`src/sv/msri_pkg.sv`:
```
`timescale 1ns / 1ps
// ---------------------------------------------------------------------------
// msri_pkg
// shared types, codes and the control store of the run-increment sequencer
// ---------------------------------------------------------------------------
package msri_pkg;

   localparam int MAX_LENGTH_DEF = 64;
   localparam int VALUE_BITS_DEF = 16;

   localparam logic [6:0] LEN_RESET = 7'd64;

   // opcodes of an input word
   localparam logic [1:0] OP_READ  = 2'd0;
   localparam logic [1:0] OP_INC   = 2'd1;
   localparam logic [1:0] OP_CLEAR = 2'd2;

   // status codes of a result word
   localparam logic [1:0] STATUS_OK    = 2'd0;
   localparam logic [1:0] STATUS_RANGE = 2'd1;
   localparam logic [1:0] STATUS_SAT   = 2'd2;

   typedef logic [3:0] step_type;

   // program addresses
   localparam step_type ST_IDLE      = 4'd0;
   localparam step_type ST_DECODE    = 4'd1;
   localparam step_type ST_CHK_OP    = 4'd2;
   localparam step_type ST_FETCH     = 4'd3;
   localparam step_type ST_LATCH     = 4'd4;
   localparam step_type ST_CHK_SAT   = 4'd5;
   localparam step_type ST_RUN_LO    = 4'd6;
   localparam step_type ST_RUN_HI    = 4'd7;
   localparam step_type ST_DONE_INC  = 4'd8;
   localparam step_type ST_CLR_INIT  = 4'd9;
   localparam step_type ST_CLR_STEP  = 4'd10;
   localparam step_type ST_DONE_ZERO = 4'd11;
   localparam step_type ST_DONE_RNG  = 4'd12;
   localparam step_type ST_DONE_READ = 4'd13;
   localparam step_type ST_DONE_SAT  = 4'd14;

   typedef enum logic [2:0] {
      UOP_NONE,
      UOP_READ,
      UOP_LATCH,
      UOP_SCAN_LO,
      UOP_SCAN_HI,
      UOP_CLR_INIT,
      UOP_CLR_STEP
   } uop_type;

   typedef enum logic [3:0] {
      C_ALWAYS,
      C_NOT_START,
      C_OP_CLEAR,
      C_OP_NONE,
      C_RANGE,
      C_OP_READ,
      C_SAT,
      C_LO_MATCH,
      C_HI_MATCH,
      C_CLR_MORE,
      C_NEVER
   } cond_type;

   typedef enum logic [2:0] {
      EM_NONE,
      EM_ZERO,
      EM_RANGE,
      EM_READ,
      EM_SAT,
      EM_INC
   } emit_type;

   typedef struct packed {
      uop_type  uop;
      cond_type cond;
      step_type target;
      emit_type emit;
   } ctrl_word_type;

   typedef struct packed {
      logic op_clear;
      logic op_none;
      logic op_read;
      logic range_err;
      logic sat;
      logic lo_match;
      logic hi_match;
      logic clr_more;
   } flags_type;

   // control store: jump to target when cond holds, else fall through
   function automatic ctrl_word_type rom_word(input step_type step);
      ctrl_word_type w;
      w = '{UOP_NONE, C_ALWAYS, ST_IDLE, EM_NONE};
      case (step)
         ST_IDLE:      w = '{UOP_NONE,     C_NOT_START, ST_IDLE,      EM_NONE};
         ST_DECODE:    w = '{UOP_NONE,     C_OP_CLEAR,  ST_CLR_INIT,  EM_NONE};
         ST_CHK_OP:    w = '{UOP_NONE,     C_OP_NONE,   ST_DONE_ZERO, EM_NONE};
         ST_FETCH:     w = '{UOP_READ,     C_RANGE,     ST_DONE_RNG,  EM_NONE};
         ST_LATCH:     w = '{UOP_LATCH,    C_OP_READ,   ST_DONE_READ, EM_NONE};
         ST_CHK_SAT:   w = '{UOP_NONE,     C_SAT,       ST_DONE_SAT,  EM_NONE};
         ST_RUN_LO:    w = '{UOP_SCAN_LO,  C_LO_MATCH,  ST_RUN_LO,    EM_NONE};
         ST_RUN_HI:    w = '{UOP_SCAN_HI,  C_HI_MATCH,  ST_RUN_HI,    EM_NONE};
         ST_DONE_INC:  w = '{UOP_NONE,     C_ALWAYS,    ST_IDLE,      EM_INC};
         ST_CLR_INIT:  w = '{UOP_CLR_INIT, C_NEVER,     ST_IDLE,      EM_NONE};
         ST_CLR_STEP:  w = '{UOP_CLR_STEP, C_CLR_MORE,  ST_CLR_STEP,  EM_NONE};
         ST_DONE_ZERO: w = '{UOP_NONE,     C_ALWAYS,    ST_IDLE,      EM_ZERO};
         ST_DONE_RNG:  w = '{UOP_NONE,     C_ALWAYS,    ST_IDLE,      EM_RANGE};
         ST_DONE_READ: w = '{UOP_NONE,     C_ALWAYS,    ST_IDLE,      EM_READ};
         ST_DONE_SAT:  w = '{UOP_NONE,     C_ALWAYS,    ST_IDLE,      EM_SAT};
         default:      w = '{UOP_NONE,     C_ALWAYS,    ST_IDLE,      EM_NONE};
      endcase
      return w;
   endfunction

endpackage

```
`src/sv/msri_useq.sv`:
```
`timescale 1ns / 1ps
// ---------------------------------------------------------------------------
// msri_useq
// step counter, control store lookup and conditional jump logic
// ---------------------------------------------------------------------------
module msri_useq (
   input  logic                   clock,
   input  logic                   reset,
   input  logic                   start,
   input  msri_pkg::flags_type    flags,
   output msri_pkg::ctrl_word_type cw,
   output logic                   busy
);

   msri_pkg::step_type step_ff;
   msri_pkg::step_type step_in;
   logic               take;

   assign cw   = msri_pkg::rom_word(step_ff);
   assign busy = (step_ff != msri_pkg::ST_IDLE);

   always_comb begin
      case (cw.cond)
         msri_pkg::C_ALWAYS:    take = 1'b1;
         msri_pkg::C_NOT_START: take = !start;
         msri_pkg::C_OP_CLEAR:  take = flags.op_clear;
         msri_pkg::C_OP_NONE:   take = flags.op_none;
         msri_pkg::C_RANGE:     take = flags.range_err;
         msri_pkg::C_OP_READ:   take = flags.op_read;
         msri_pkg::C_SAT:       take = flags.sat;
         msri_pkg::C_LO_MATCH:  take = flags.lo_match;
         msri_pkg::C_HI_MATCH:  take = flags.hi_match;
         msri_pkg::C_CLR_MORE:  take = flags.clr_more;
         default:               take = 1'b0;
      endcase
      step_in = take ? cw.target : step_ff + 4'd1;
   end

   // reset enters the clearing sweep
   always_ff @(posedge clock) begin
      if (reset) begin
         step_ff <= msri_pkg::ST_CLR_INIT;
      end else begin
         step_ff <= step_in;
      end
   end

endmodule

```
`src/sv/msri_dpath.sv`:
```
`timescale 1ns / 1ps
// ---------------------------------------------------------------------------
// msri_dpath
// counter memory, scan pointer, compare flags and result register
// ---------------------------------------------------------------------------
module msri_dpath #(
   parameter int MAX_LENGTH = msri_pkg::MAX_LENGTH_DEF,
   parameter int VALUE_BITS = msri_pkg::VALUE_BITS_DEF
) (
   input  logic                    clock,
   input  logic                    reset,
   input  logic                    accept,
   input  logic [1:0]              req_opcode,
   input  logic [5:0]              req_position,
   input  logic [6:0]              len,
   input  msri_pkg::ctrl_word_type cw,
   output msri_pkg::flags_type     flags,
   output logic                    rsp_strobe,
   output logic [15:0]             rsp_value,
   output logic [5:0]              rsp_run_begin,
   output logic [6:0]              rsp_run_end,
   output logic [1:0]              rsp_status
);

   localparam int AW = $clog2(MAX_LENGTH);

   logic [VALUE_BITS-1:0] mem [MAX_LENGTH];
   logic [VALUE_BITS-1:0] rdata_ff;

   logic [1:0]            op_ff;
   logic [5:0]            pos_ff;
   logic [AW:0]           ptr_ff, ptr_in;
   logic [VALUE_BITS-1:0] old_ff, old_in;
   logic                  pending_ff, pending_in;

   logic                  rsp_strobe_ff, rsp_strobe_in;
   logic [15:0]           rsp_value_ff, rsp_value_in;
   logic [5:0]            rsp_run_begin_ff, rsp_run_begin_in;
   logic [6:0]            rsp_run_end_ff, rsp_run_end_in;
   logic [1:0]            rsp_status_ff, rsp_status_in;

   logic                  mem_we, mem_re;
   logic [AW-1:0]         mem_wa, mem_ra;
   logic [VALUE_BITS-1:0] mem_wd;
   logic [AW:0]           ptr_dec, ptr_inc;
   logic [VALUE_BITS-1:0] old_inc;
   logic                  ptr_ok;

   assign ptr_dec = ptr_ff - 1'b1;
   assign ptr_inc = ptr_ff + 1'b1;
   assign old_inc = old_ff + 1'b1;
   assign ptr_ok  = !ptr_ff[AW];

   always_comb begin
      flags.op_clear  = (op_ff == msri_pkg::OP_CLEAR);
      flags.op_read   = (op_ff == msri_pkg::OP_READ);
      flags.op_none   = (op_ff != msri_pkg::OP_CLEAR) && (op_ff != msri_pkg::OP_READ)
                        && (op_ff != msri_pkg::OP_INC);
      flags.range_err = ({1'b0, pos_ff} >= len) || (32'(pos_ff) >= 32'(MAX_LENGTH));
      flags.sat       = (old_ff == {VALUE_BITS{1'b1}});
      flags.lo_match  = ptr_ok && (rdata_ff == old_ff);
      flags.hi_match  = ptr_ok && (rdata_ff == old_inc);
      flags.clr_more  = (ptr_ff[AW-1:0] != AW'(MAX_LENGTH - 1));
   end

   // datapath actions of the current control word
   always_comb begin
      mem_we = 1'b0;
      mem_wa = ptr_ff[AW-1:0];
      mem_wd = '0;
      mem_re = 1'b0;
      mem_ra = ptr_ff[AW-1:0];
      ptr_in = ptr_ff;
      old_in = old_ff;
      if (accept) begin
         ptr_in = (AW+1)'(req_position);
      end
      case (cw.uop)
         msri_pkg::UOP_READ: begin
            mem_re = 1'b1;
         end
         msri_pkg::UOP_LATCH: begin
            old_in = rdata_ff;
         end
         msri_pkg::UOP_SCAN_LO: begin
            if (flags.lo_match) begin
               mem_we = 1'b1;
               mem_wd = old_inc;
               ptr_in = ptr_dec;
               mem_re = !ptr_dec[AW];
               mem_ra = ptr_dec[AW-1:0];
            end
         end
         msri_pkg::UOP_SCAN_HI: begin
            if (flags.hi_match) begin
               ptr_in = ptr_dec;
               mem_re = !ptr_dec[AW];
               mem_ra = ptr_dec[AW-1:0];
            end
         end
         msri_pkg::UOP_CLR_INIT: begin
            ptr_in = '0;
         end
         msri_pkg::UOP_CLR_STEP: begin
            mem_we = 1'b1;
            ptr_in = ptr_inc;
         end
         default: begin
         end
      endcase
   end

   // result formatting
   always_comb begin
      rsp_strobe_in    = 1'b0;
      rsp_value_in     = '0;
      rsp_run_begin_in = '0;
      rsp_run_end_in   = '0;
      rsp_status_in    = msri_pkg::STATUS_OK;
      pending_in       = pending_ff;
      if (accept) begin
         pending_in = 1'b1;
      end
      if (pending_ff && (cw.emit != msri_pkg::EM_NONE)) begin
         rsp_strobe_in = 1'b1;
         pending_in    = 1'b0;
         case (cw.emit)
            msri_pkg::EM_RANGE: rsp_status_in = msri_pkg::STATUS_RANGE;
            msri_pkg::EM_SAT:   rsp_status_in = msri_pkg::STATUS_SAT;
            msri_pkg::EM_READ:  rsp_value_in  = 16'(old_ff);
            msri_pkg::EM_INC: begin
               rsp_value_in     = 16'(old_inc);
               rsp_run_begin_in = 6'(ptr_inc);
               rsp_run_end_in   = {1'b0, pos_ff} + 7'd1;
            end
            default: begin
            end
         endcase
      end
   end

   always_ff @(posedge clock) begin
      if (mem_we) begin
         mem[mem_wa] <= mem_wd;
      end
      if (mem_re) begin
         rdata_ff <= mem[mem_ra];
      end
   end

   always_ff @(posedge clock) begin
      if (accept) begin
         op_ff  <= req_opcode;
         pos_ff <= req_position;
      end
      ptr_ff           <= ptr_in;
      old_ff           <= old_in;
      rsp_value_ff     <= rsp_value_in;
      rsp_run_begin_ff <= rsp_run_begin_in;
      rsp_run_end_ff   <= rsp_run_end_in;
      rsp_status_ff    <= rsp_status_in;
   end

   always_ff @(posedge clock) begin
      if (reset) begin
         pending_ff    <= 1'b0;
         rsp_strobe_ff <= 1'b0;
      end else begin
         pending_ff    <= pending_in;
         rsp_strobe_ff <= rsp_strobe_in;
      end
   end

   assign rsp_strobe    = rsp_strobe_ff;
   assign rsp_value     = rsp_value_ff;
   assign rsp_run_begin = rsp_run_begin_ff;
   assign rsp_run_end   = rsp_run_end_ff;
   assign rsp_status    = rsp_status_ff;

endmodule

```
`src/sv/monotone_sequence_run_increment.sv`:
```
`timescale 1ns / 1ps
// ---------------------------------------------------------------------------
// monotone_sequence_run_increment
// non-increasing counter sequence with read, run increment and clear,
// run by a small microprogram over a counter memory
// ---------------------------------------------------------------------------
//
//   channel  | ports                                   | handshake
//   ---------+-----------------------------------------+--------------------------
//   request  | req_opcode, req_position                | taken when start & !busy
//   response | rsp_value, rsp_run_begin, rsp_run_end,  | one-cycle rsp_strobe,
//            | rsp_status                              | no back-pressure
//   csr      | csr_wr_data (length in use)             | written when csr_wr_en
//
// one word at a time; busy stays high from accept until the result word
// has been registered, and the response strobe shows as busy falls
// a read, a range error, an unused opcode, saturation and a clear each end in a
// single result word; a clear first zeroes all MAX_LENGTH counters
// increment raises each position from req_position downward that holds the value
// at req_position, then walks down over those one higher, up to MAX_LENGTH in all
// reset runs a clearing sweep over the counter memory with busy high;
// csr writes are taken throughout
// the receiver cannot stall, so every result word is shown exactly once
// ---------------------------------------------------------------------------
module monotone_sequence_run_increment #(
   parameter int MAX_LENGTH = msri_pkg::MAX_LENGTH_DEF,
   parameter int VALUE_BITS = msri_pkg::VALUE_BITS_DEF
) (
   input  logic        clock,
   input  logic        reset,
   // request
   input  logic        start,
   output logic        busy,
   input  logic [1:0]  req_opcode,
   input  logic [5:0]  req_position,
   // response
   output logic        rsp_strobe,
   output logic [15:0] rsp_value,
   output logic [5:0]  rsp_run_begin,
   output logic [6:0]  rsp_run_end,
   output logic [1:0]  rsp_status,
   // length register
   input  logic        csr_wr_en,
   input  logic [6:0]  csr_wr_data
);

   msri_pkg::ctrl_word_type cw;
   msri_pkg::flags_type     flags;
   logic                    accept;
   logic [6:0]              len_ff;

   // a word enters only while the sequencer sits in its idle step
   assign accept = start && !busy;

   // length in use; values above MAX_LENGTH are clipped in the range check
   always_ff @(posedge clock) begin
      if (reset) begin
         len_ff <= msri_pkg::LEN_RESET;
      end else if (csr_wr_en) begin
         len_ff <= csr_wr_data;
      end
   end

   // control: step counter and control store
   msri_useq u_useq (
      .clock (clock),
      .reset (reset),
      .start (start),
      .flags (flags),
      .cw    (cw),
      .busy  (busy)
   );

   // datapath: counter memory, scan pointer and result register
   msri_dpath #(
      .MAX_LENGTH (MAX_LENGTH),
      .VALUE_BITS (VALUE_BITS)
   ) u_dpath (
      .clock         (clock),
      .reset         (reset),
      .accept        (accept),
      .req_opcode    (req_opcode),
      .req_position  (req_position),
      .len           (len_ff),
      .cw            (cw),
      .flags         (flags),
      .rsp_strobe    (rsp_strobe),
      .rsp_value     (rsp_value),
      .rsp_run_begin (rsp_run_begin),
      .rsp_run_end   (rsp_run_end),
      .rsp_status    (rsp_status)
   );

endmodule
```
`config.mk`:
```
export PLATFORM = sky130hd
export DESIGN_NAME = monotone_sequence_run_increment
export DESIGN_NICKNAME = d
export VERILOG_FILES = /design/src/sv/msri_pkg.sv /design/src/sv/msri_useq.sv /design/src/sv/msri_dpath.sv /design/src/sv/monotone_sequence_run_increment.sv
export SDC_FILE = /design/constraint.sdc
export NUM_CORES = 1
export LEC_CHECK = 0
export CAP_MARGIN = 5
export CORE_ASPECT_RATIO = 0.75
export CORE_MARGIN = 2
export CORE_UTILIZATION = 40
export CTS_BUF_LIST = sky130_fd_sc_hd__clkbuf_4 sky130_fd_sc_hd__clkbuf_8 sky130_fd_sc_hd__clkbuf_16
export CTS_CLUSTER_SIZE = 24
export DETAILED_ROUTE_END_ITERATION = 7
export DONT_BUFFER_PORTS = 1
export PLACE_DENSITY = 0.58
export SLEW_MARGIN = 5
export SYNTH_ARGS = -nofsm -noshare
export SYNTH_HDL_FRONTEND = slang
export SYNTH_HIERARCHICAL = 1
export SYNTH_SLANG_ARGS = --single-unit
```
`constraint.sdc`:
```
create_clock -name clock -period 5.7 [get_ports clock]
set_clock_uncertainty 0.05 [all_clocks]
set_input_delay 0.285 -clock clock [delete_from_list [all_inputs] [get_ports clock]]
set_output_delay 0.285 -clock clock [all_outputs]
set_load 0.02 [all_outputs]
```
==> results of run 1 <==
[per-layer routing]
| metal | global-route usage (%) | share of wire (%) | vias up |
|---|---|---|---|
| met4 | 5.58 | 2.4 | 2 |
| met2 | 29.4 | 41 | 1295 |
| met1 | 34.5 | 47 | 14400 |
| met5 | 0 | 0.0092 | - |
| li1 | - | - | 12800 |
| met3 | 4.42 | 10 | 160 |
[metrics by stage]
step / hold slack, ps / area (um2) / setup TNS, ps / utilization, %
CTS: 41.0 / 53500 / 0 / 46.2
finish: 93.9 / 53600 / 0 / 46.2
global route: 85.1 / 53600 / -41.7 / 46.2
detailed placement: 312 / 49700 / 0 / 42.9
floorplan: 307 / 46900 / 0 / -
global placement: 310 / 49700 / 0 / 42.9
[kinds of logic (layout without fill, tap and decap cells)]
group	Yosys count	in the layout
buffers and inverters	233	445
xor gates and xnor gates	54	54
and+or+nand+nor	1112	1112
adders and majority gates	18	18
AOI/OAI and AO/OA	335	335
DFF	1128	1128
muxes	434	434
[synthesized netlist by cell type, types with 4 or more instances]
library cell,count
edfxtp_1,1064
xnor2_1,33
dfxtp_1,64
nor2b_1,10
buf_6,11
a211o_1,4
and3_1,9
a22oi_1,37
o2111ai_1,33
xor2_1,18
o22ai_1,22
buf_1,6
or3_1,8
buf_2,89
a311oi_1,16
a21oi_1,46
nand2_1,542
a21o_1,5
and2_1,5
nand2b_1,16
mux2i_1,429
nor3_1,33
and4_1,18
nand3_1,296
a32oi_1,16
o211ai_1,22
nor2_1,141
o31ai_1,6
o21ai_0,48
inv_1,22
ha_1,18
o221ai_1,36
nand4_1,9
clkbuf_1,74
buf_4,28
a31oi_1,19
[state kept, by name (all words and copies together) (netlist names)]
| register | count |
|---|---|
| len_ff | 7 |
| u_dpath/mem | 1024 |
| u_dpath/old_ff | 16 |
| u_dpath/op_ff | 2 |
| u_dpath/pending_ff | 1 |
| u_dpath/pos_ff | 6 |
| u_dpath/ptr_ff | 7 |
| u_dpath/rdata_ff | 16 |
| u_dpath/rsp_run_begin | 6 |
| u_dpath/rsp_run_end | 7 |
| u_dpath/rsp_status | 2 |
| u_dpath/rsp_strobe | 1 |
| u_dpath/rsp_value | 16 |
| u_useq/cw | 13 |
| u_useq/step_ff | 4 |
[area by class of cell]
type	instances	share of cell area, %
clock inverters	63	1.05
inverters	24	0.178
flip-flops and latches	1128	62.0
clock buffers	141	5.69
repair buffers	217	3.59
well taps	1540	3.60
multi-input cells	1953	23.8
[power by group]
| group | switching (W) | internal [W] | total [W] | leakage (nW) |
|---|---|---|---|---|
| combinational | 0.00467 | 0.00245 | 0.00711 | 7.24 |
| clock | 0.00308 | 0.00422 | 0.00729 | 1.80 |
| sequential | 0.000297 | 0.00918 | 0.00948 | 7.97 |
| total | 0.00804 | 0.0158 | 0.0239 | 17.0 |
[how the worst max path moves through the flow]
stage	start	end	slack, ps
after floorplan	u_dpath/old_ff[12]$_DFFE_PN_	u_dpath/mem[0][4]$_DFFE_PP_	1470
after global placement	u_dpath/old_ff[1]$_DFFE_PN_	u_dpath/rdata_ff[9]$_DFFE_PP_	260
after detailed placement	u_dpath/old_ff[1]$_DFFE_PN_	u_dpath/rdata_ff[9]$_DFFE_PP_	200
after CTS	u_dpath/old_ff[1]$_DFFE_PN_	u_dpath/rdata_ff[9]$_DFFE_PP_	170
after global routing	u_dpath/old_ff[1]$_DFFE_PN_	u_dpath/rdata_ff[12]$_DFFE_PP_	-40
final	u_dpath/old_ff[1]$_DFFE_PN_	u_dpath/rdata_ff[12]$_DFFE_PP_	190
[worst register-to-register path, delay by kind of cell (launching register included)]
kind,cells,cell delay [ps]
DFF,1,440
buffers and inverters,3,810
and+or+nand+nor,5,1770
muxes,3,420
AOI/OAI and AO/OA,4,1500
adders and majority gates,1,350
[timing repair]
action / CTS / global route
setup endpoints to repair: 0 / 8
hold endpoints to repair: 36 / 0
gates resized for setup: 0 / 6
buffers inserted: 0 / 0
hold buffers: 22 / 0
==> reports/qor.yml, run 1 <==
power_and_ir_drop:
  total_power_w: 0.0239
  power_leakage_nw: 17.0
  p_per_area_nw_per_um2: 446
  ir_worst_vdd_mv: 0.320
synthesis:
  synth-adder-area-share_pct: 0.480
  synth-edff-count: 1064
  ys_types: 80
  synthArstFlopShare_pct: 0
  synthMuxAreaShare_pct: 9.31
  syn_avg_cell_area_um2: 14.1
  yosys-top-cells-area: "edfxtp_1 (68%), mux2i_1 (9.2%), nand2_1 (4.3%)"
  syn_nets: 3351
  yosys.area.top_type_share_pct: 68.2
  postSynthCellCount: 3314
  synth_compound_area_share_pct: 5.14
  syn-cell-area_um2: 46900
  seq_area_frac_synth_pct: 70.9
  synth_area_leader_cell: "edfxtp_1"
  synth_top_family_by_area: "simple AND/OR/NAND/NOR gates"
  synth-simple-area-share_pct: 10.6
  synth_xor_area_share_pct: 1.06
  ys.flop_type: "edfxtp_1"
  ys_warn_count: 6
  synth-seq-cells: 1128
worst_setup_path:
  reg2reg_from: "u_dpath/old_ff[1]$_DFFE_PN_"
  critical_path_buf_inv_count: 3
  cp_data_required_time_ps: 6190
  cp-end-kind: "flop"
  r2r-end: "u_dpath/rdata_ff[12]$_DFFE_PP_"
  cp.arrival_ps: 6000
  worst_setup_path_start_kind: "flop"
  critical_path_class: "flop to flop"
  cp.depth: 16
  worst_path_largest_cell_delay_ps: 530
  cp_max_fo: 29
  reg2regPathDepth: 16
  crit_top_cell: "mux2i_1"
  critPathTopFamily: "simple AND/OR/NAND/NOR gates"
  crit_path_top_delay_cell: "o211ai_1"
  crit_chain: "ha_1 > nand3_1 > nor2_2 > a21oi_1 > or3_1 > nor4_4 > a32o_1 > a21o_4 > buf_12 > buf_12 > buf_4 > mux2i_1 > mux2i_1 > mux2i_1 > o211ai_1 > and4_1"
  rrSetupSlack_ps: 190
hold_path:
  whs_endpoint: "u_dpath/op_ff[1]$_DFFE_PP_"
  hold_path_class: "input port to flop"
  hold_depth: 2
  min_from: "start"
clock_network:
  clockRootBuffer: "clkbuf_16"
  cts_buffers: 109
  cts_max_level: 3
  cts_max_path_buffers: 3
  cts_sinks: 1128
  cts_tree: "built"
  clk_pin_slew_worst_paths_ps: 60
  clk_latency_ps: 710
cells_and_area:
  diodes: 0
  fill_cells: 10100
  multi_input_area_um2: 12800
  layout_common_cells: "edfxtp_1 (1064), nand2_1 (541), mux2i_1 (429)"
  syn_to_final_growth_pct: 14.3
  finalNonFillerCells: 5066
  regArea_um2: 33200
  nNetsFinal: 3470
  final_common_cell: "edfxtp_1"
  layout-drive-gt1-share_pct: 12.8
timing:
  fmax_mhz: 181
  rsz0062_at_grt: "true"
  finalSetupViolCount: 0
  slew_viol_final: 0
  hold_viol: 0
  worst_slew_pin_slew_ps: 1110
  finalCritPeriodShare_pct: 96.7
  relSlewSlack_pct: 25.9
  fin_crit_ps: 5510
  setup_slack_ps: 187
placement:
  place_congestion: 0.922
  port_buffers: 0
  place_hpwl_mm: 81.8
  dp_cells: 4840
  pre_cts_slack_ps: 198
drt:
  drt_wl_total_mm: 130
  dr.pass1.iters: 6
  num_vias: 28600
  drcViolationCount: 0
  detail-route-antenna-nets: 0
  wire_per_inst_um: 25.6
  routed_via_density: 5.65
  drt_iter0_drc: 3736
floorplanning:
  core_um2: 116000
  ios: 52
  num_rows: 108
  die_y_um: 300
  design.die.area_um2: 120000
  die_width_um: 399
  start_util_pct: 40.4
grt:
  grt_pass1_wl_mm: 188
  grt_pass1_vias: 26500
  grt_max_degree: 75
  overflow: 0
  track_usage_pct: 21.5
  antenna_found_initial: 7
outcome:
  status: "complete, no violations"
flow_run:
  maxCapViolCount: 0
Power figures use the tool's default switching activity.
==> inputs of run 2 (changes only) <==
--- a/config.mk
+++ b/config.mk
@@ -9,7 +9,6 @@
 export CORE_ASPECT_RATIO = 0.75
 export CORE_MARGIN = 2
 export CORE_UTILIZATION = 40
-export CTS_BUF_LIST = sky130_fd_sc_hd__clkbuf_4 sky130_fd_sc_hd__clkbuf_8 sky130_fd_sc_hd__clkbuf_16
 export CTS_CLUSTER_SIZE = 24
 export DETAILED_ROUTE_END_ITERATION = 7
 export DONT_BUFFER_PORTS = 1
==> reports/qor.yml, run 2 (synthesis gave the netlist of run 1 again) <==
cells_and_area:
  largest_reg_flops: 1024  # unchanged
  post-route-util_pct: 46.1  # was 46.2%
  final_common_cell: "edfxtp_1"  # unchanged
  syn_to_final_growth_pct: 14.1  # was 14.3%
  top_register: "u_dpath/mem"  # unchanged
  nNetsFinal: 3470  # unchanged
  layout-drive-gt1-share_pct: 12.1  # was 12.8%
  layout_common_cells: "edfxtp_1 (1064), nand2_1 (541), mux2i_1 (429)"  # unchanged
clock_network:
  clk_latency_ps: 710  # about the same
  cts_max_level: 3  # unchanged
  clk_pin_slew_worst_paths_ps: 60  # about the same
  cts_tree: "built"  # unchanged
  cts_setup_buffers: 0  # unchanged
  cts_buffers: 109  # unchanged
  cts_max_path_buffers: 3  # unchanged
  cts_sinks: 1128  # unchanged
  clockRootBuffer: "clkbuf_16"  # unchanged
drt:
  dr.pass1.iters: 5  # was 6
  drt_iter0_drc: 3813  # was 3736
  num_vias: 28700  # was 28600
  drt_wl_total_mm: 130  # about the same
  drcViolationCount: 0  # unchanged
  detail-route-antenna-nets: 0  # unchanged
  wire_per_inst_um: 25.7  # was 25.6 um
  routed_via_density: 5.67  # was 5.65
worst_setup_path:
  cp_data_required_time_ps: 6110  # was 6190 ps
  cp.arrival_ps: 5910  # was 6000 ps
  cp-end-kind: "flop"  # unchanged
  worst_setup_path_start_kind: "flop"  # unchanged
  reg2regPathDepth: 15  # was 16
  cp_max_fo: 74  # was 29
  critical_path_class: "flop to flop"  # unchanged
grt:
  antenna_found_initial: 8  # was 7
  grt_pass1_wl_mm: 188  # about the same
  grt_pass1_vias: 26500  # about the same
  overflow: 0  # unchanged
  track_usage_pct: 21.5  # about the same
  grt_max_degree: 75  # unchanged
floorplanning:
  ios: 52  # unchanged
  num_rows: 108  # unchanged
  die_y_um: 300  # unchanged
  core_um2: 116000  # unchanged
  design.die.area_um2: 120000  # unchanged
  die_width_um: 399  # unchanged
  start_util_pct: 40.4  # unchanged
hold_path:
  hold_path_class: "input port to flop"  # unchanged
  hold_depth: 2  # unchanged
outcome:
  status: "complete, no violations"  # unchanged
placement:
  place_hpwl_mm: 81.8  # unchanged
  place_congestion: 0.922  # unchanged
  pre_cts_slack_ps: 198  # unchanged
  port_buffers: 0  # unchanged
timing:
  worst_slew_pin_slew_ps: 1100  # was 1110 ps
  hold_viol: 0  # unchanged
  setup_slack_ps: 208  # was 187 ps
  rsz0062_at_grt: "true"  # unchanged
  relSlewSlack_pct: 26.4  # was 25.9%
  slew_viol_final: 0  # unchanged
  finalSetupViolCount: 0  # unchanged
  fmax_mhz: 182  # was 181 MHz
  fin_crit_ps: 5490  # was 5510 ps
  whs_ps: 94.4  # was 93.9 ps
  finalCritPeriodShare_pct: 96.4  # was 96.7%
power_and_ir_drop:
  ir_worst_vdd_mv: 0.321  # was 0.320 mV
  total_power_w: 0.0238  # was 0.0239 W
  p_per_area_nw_per_um2: 444  # was 446 nW/um2
  power_leakage_nw: 16.9  # was 17.0 nW
flow_run:
  maxCapViolCount: 0  # unchanged
[run 2: cell types whose count changed in the layout (fill, tap and decap cells not counted), sizes merged]
cell	change
diode	+1
[run 2: power by group]
group	switching (W)	internal, W	total [W]
clock network	0.00307	0.00409	0.00717
registers	0.000297	0.00918	0.00948
logic	0.00467	0.00244	0.00711
[run 2: layer usage]
metal / global-route usage (%) / share of wire (%) / vias to the layer above
li1: - / - / 12800
met5: 0 / 0.0092 / -
met2: 29.3 / 41 / 1334
met4: 5.61 / 2.4 / 2
met3: 4.50 / 10 / 157
met1: 34.5 / 46 / 14400
[run 2: layout make-up]
type | instances | area (um2)
clock inverters | 63 | 564
clock buffers | 141 | 2950
multi-input cells | 1953 | 12800
repair buffers | 217 | 1930
fillers | 10100 | 62500
diodes | 1 | 2.50
well taps | 1540 | 1930
flip-flops and latches | 1128 | 33200
inverters | 24 | 95.1
[run 2: path summary, 6_finish.rpt]
path                                             startpoint                       endpoint  slack [ps]
worst min-delay path                                  start     u_dpath/op_ff[1]$_DFFE_PP_          90
worst min register to register      u_useq/cw[3]$_SDFF_PP0_   u_useq/step_ff[0]$_SDFF_PP1_         410
worst max register to register  u_dpath/old_ff[1]$_DFFE_PN_  u_dpath/rdata_ff[0]$_DFFE_PP_         210
worst max-delay path            u_dpath/old_ff[1]$_DFFE_PN_  u_dpath/rdata_ff[0]$_DFFE_PP_         210
[run 2: through the flow]
| step | setup TNS, ps | cells | instance area, um2 |
|---|---|---|---|
| floorplan | 0 | 3314 | 46900 |
| global placement | 0 | 4840 | 49700 |
| detailed placement | 0 | 4840 | 49700 |
| CTS | 0 | 5066 | 53400 |
| global route | -41.8 | 5066 | 53500 |
| finish | 0 | 5067 | 53500 |
[run 2: critical path: stages, from the launching register on]
cell,delay (ps)
edfxtp_1,450
ha_1,350
nand3_1,220
nor2_2,360
a21oi_1,110
or3_1,410
nor4_4,390
nand4_4,270
a22oi_2,340
buf_12,360
buf_4,410
mux2i_1,230
mux2i_1,100
a22oi_1,520
nand3_1,250
and4_1,280
[run 2: repair_timing]
| action | CTS | global route |
|---|---|---|
| hold buffers | 22 | 0 |
| resized for setup | 0 | 6 |
| hold endpoints to repair | 36 | 0 |
| endpoints found under the setup margin | 0 | 8 |
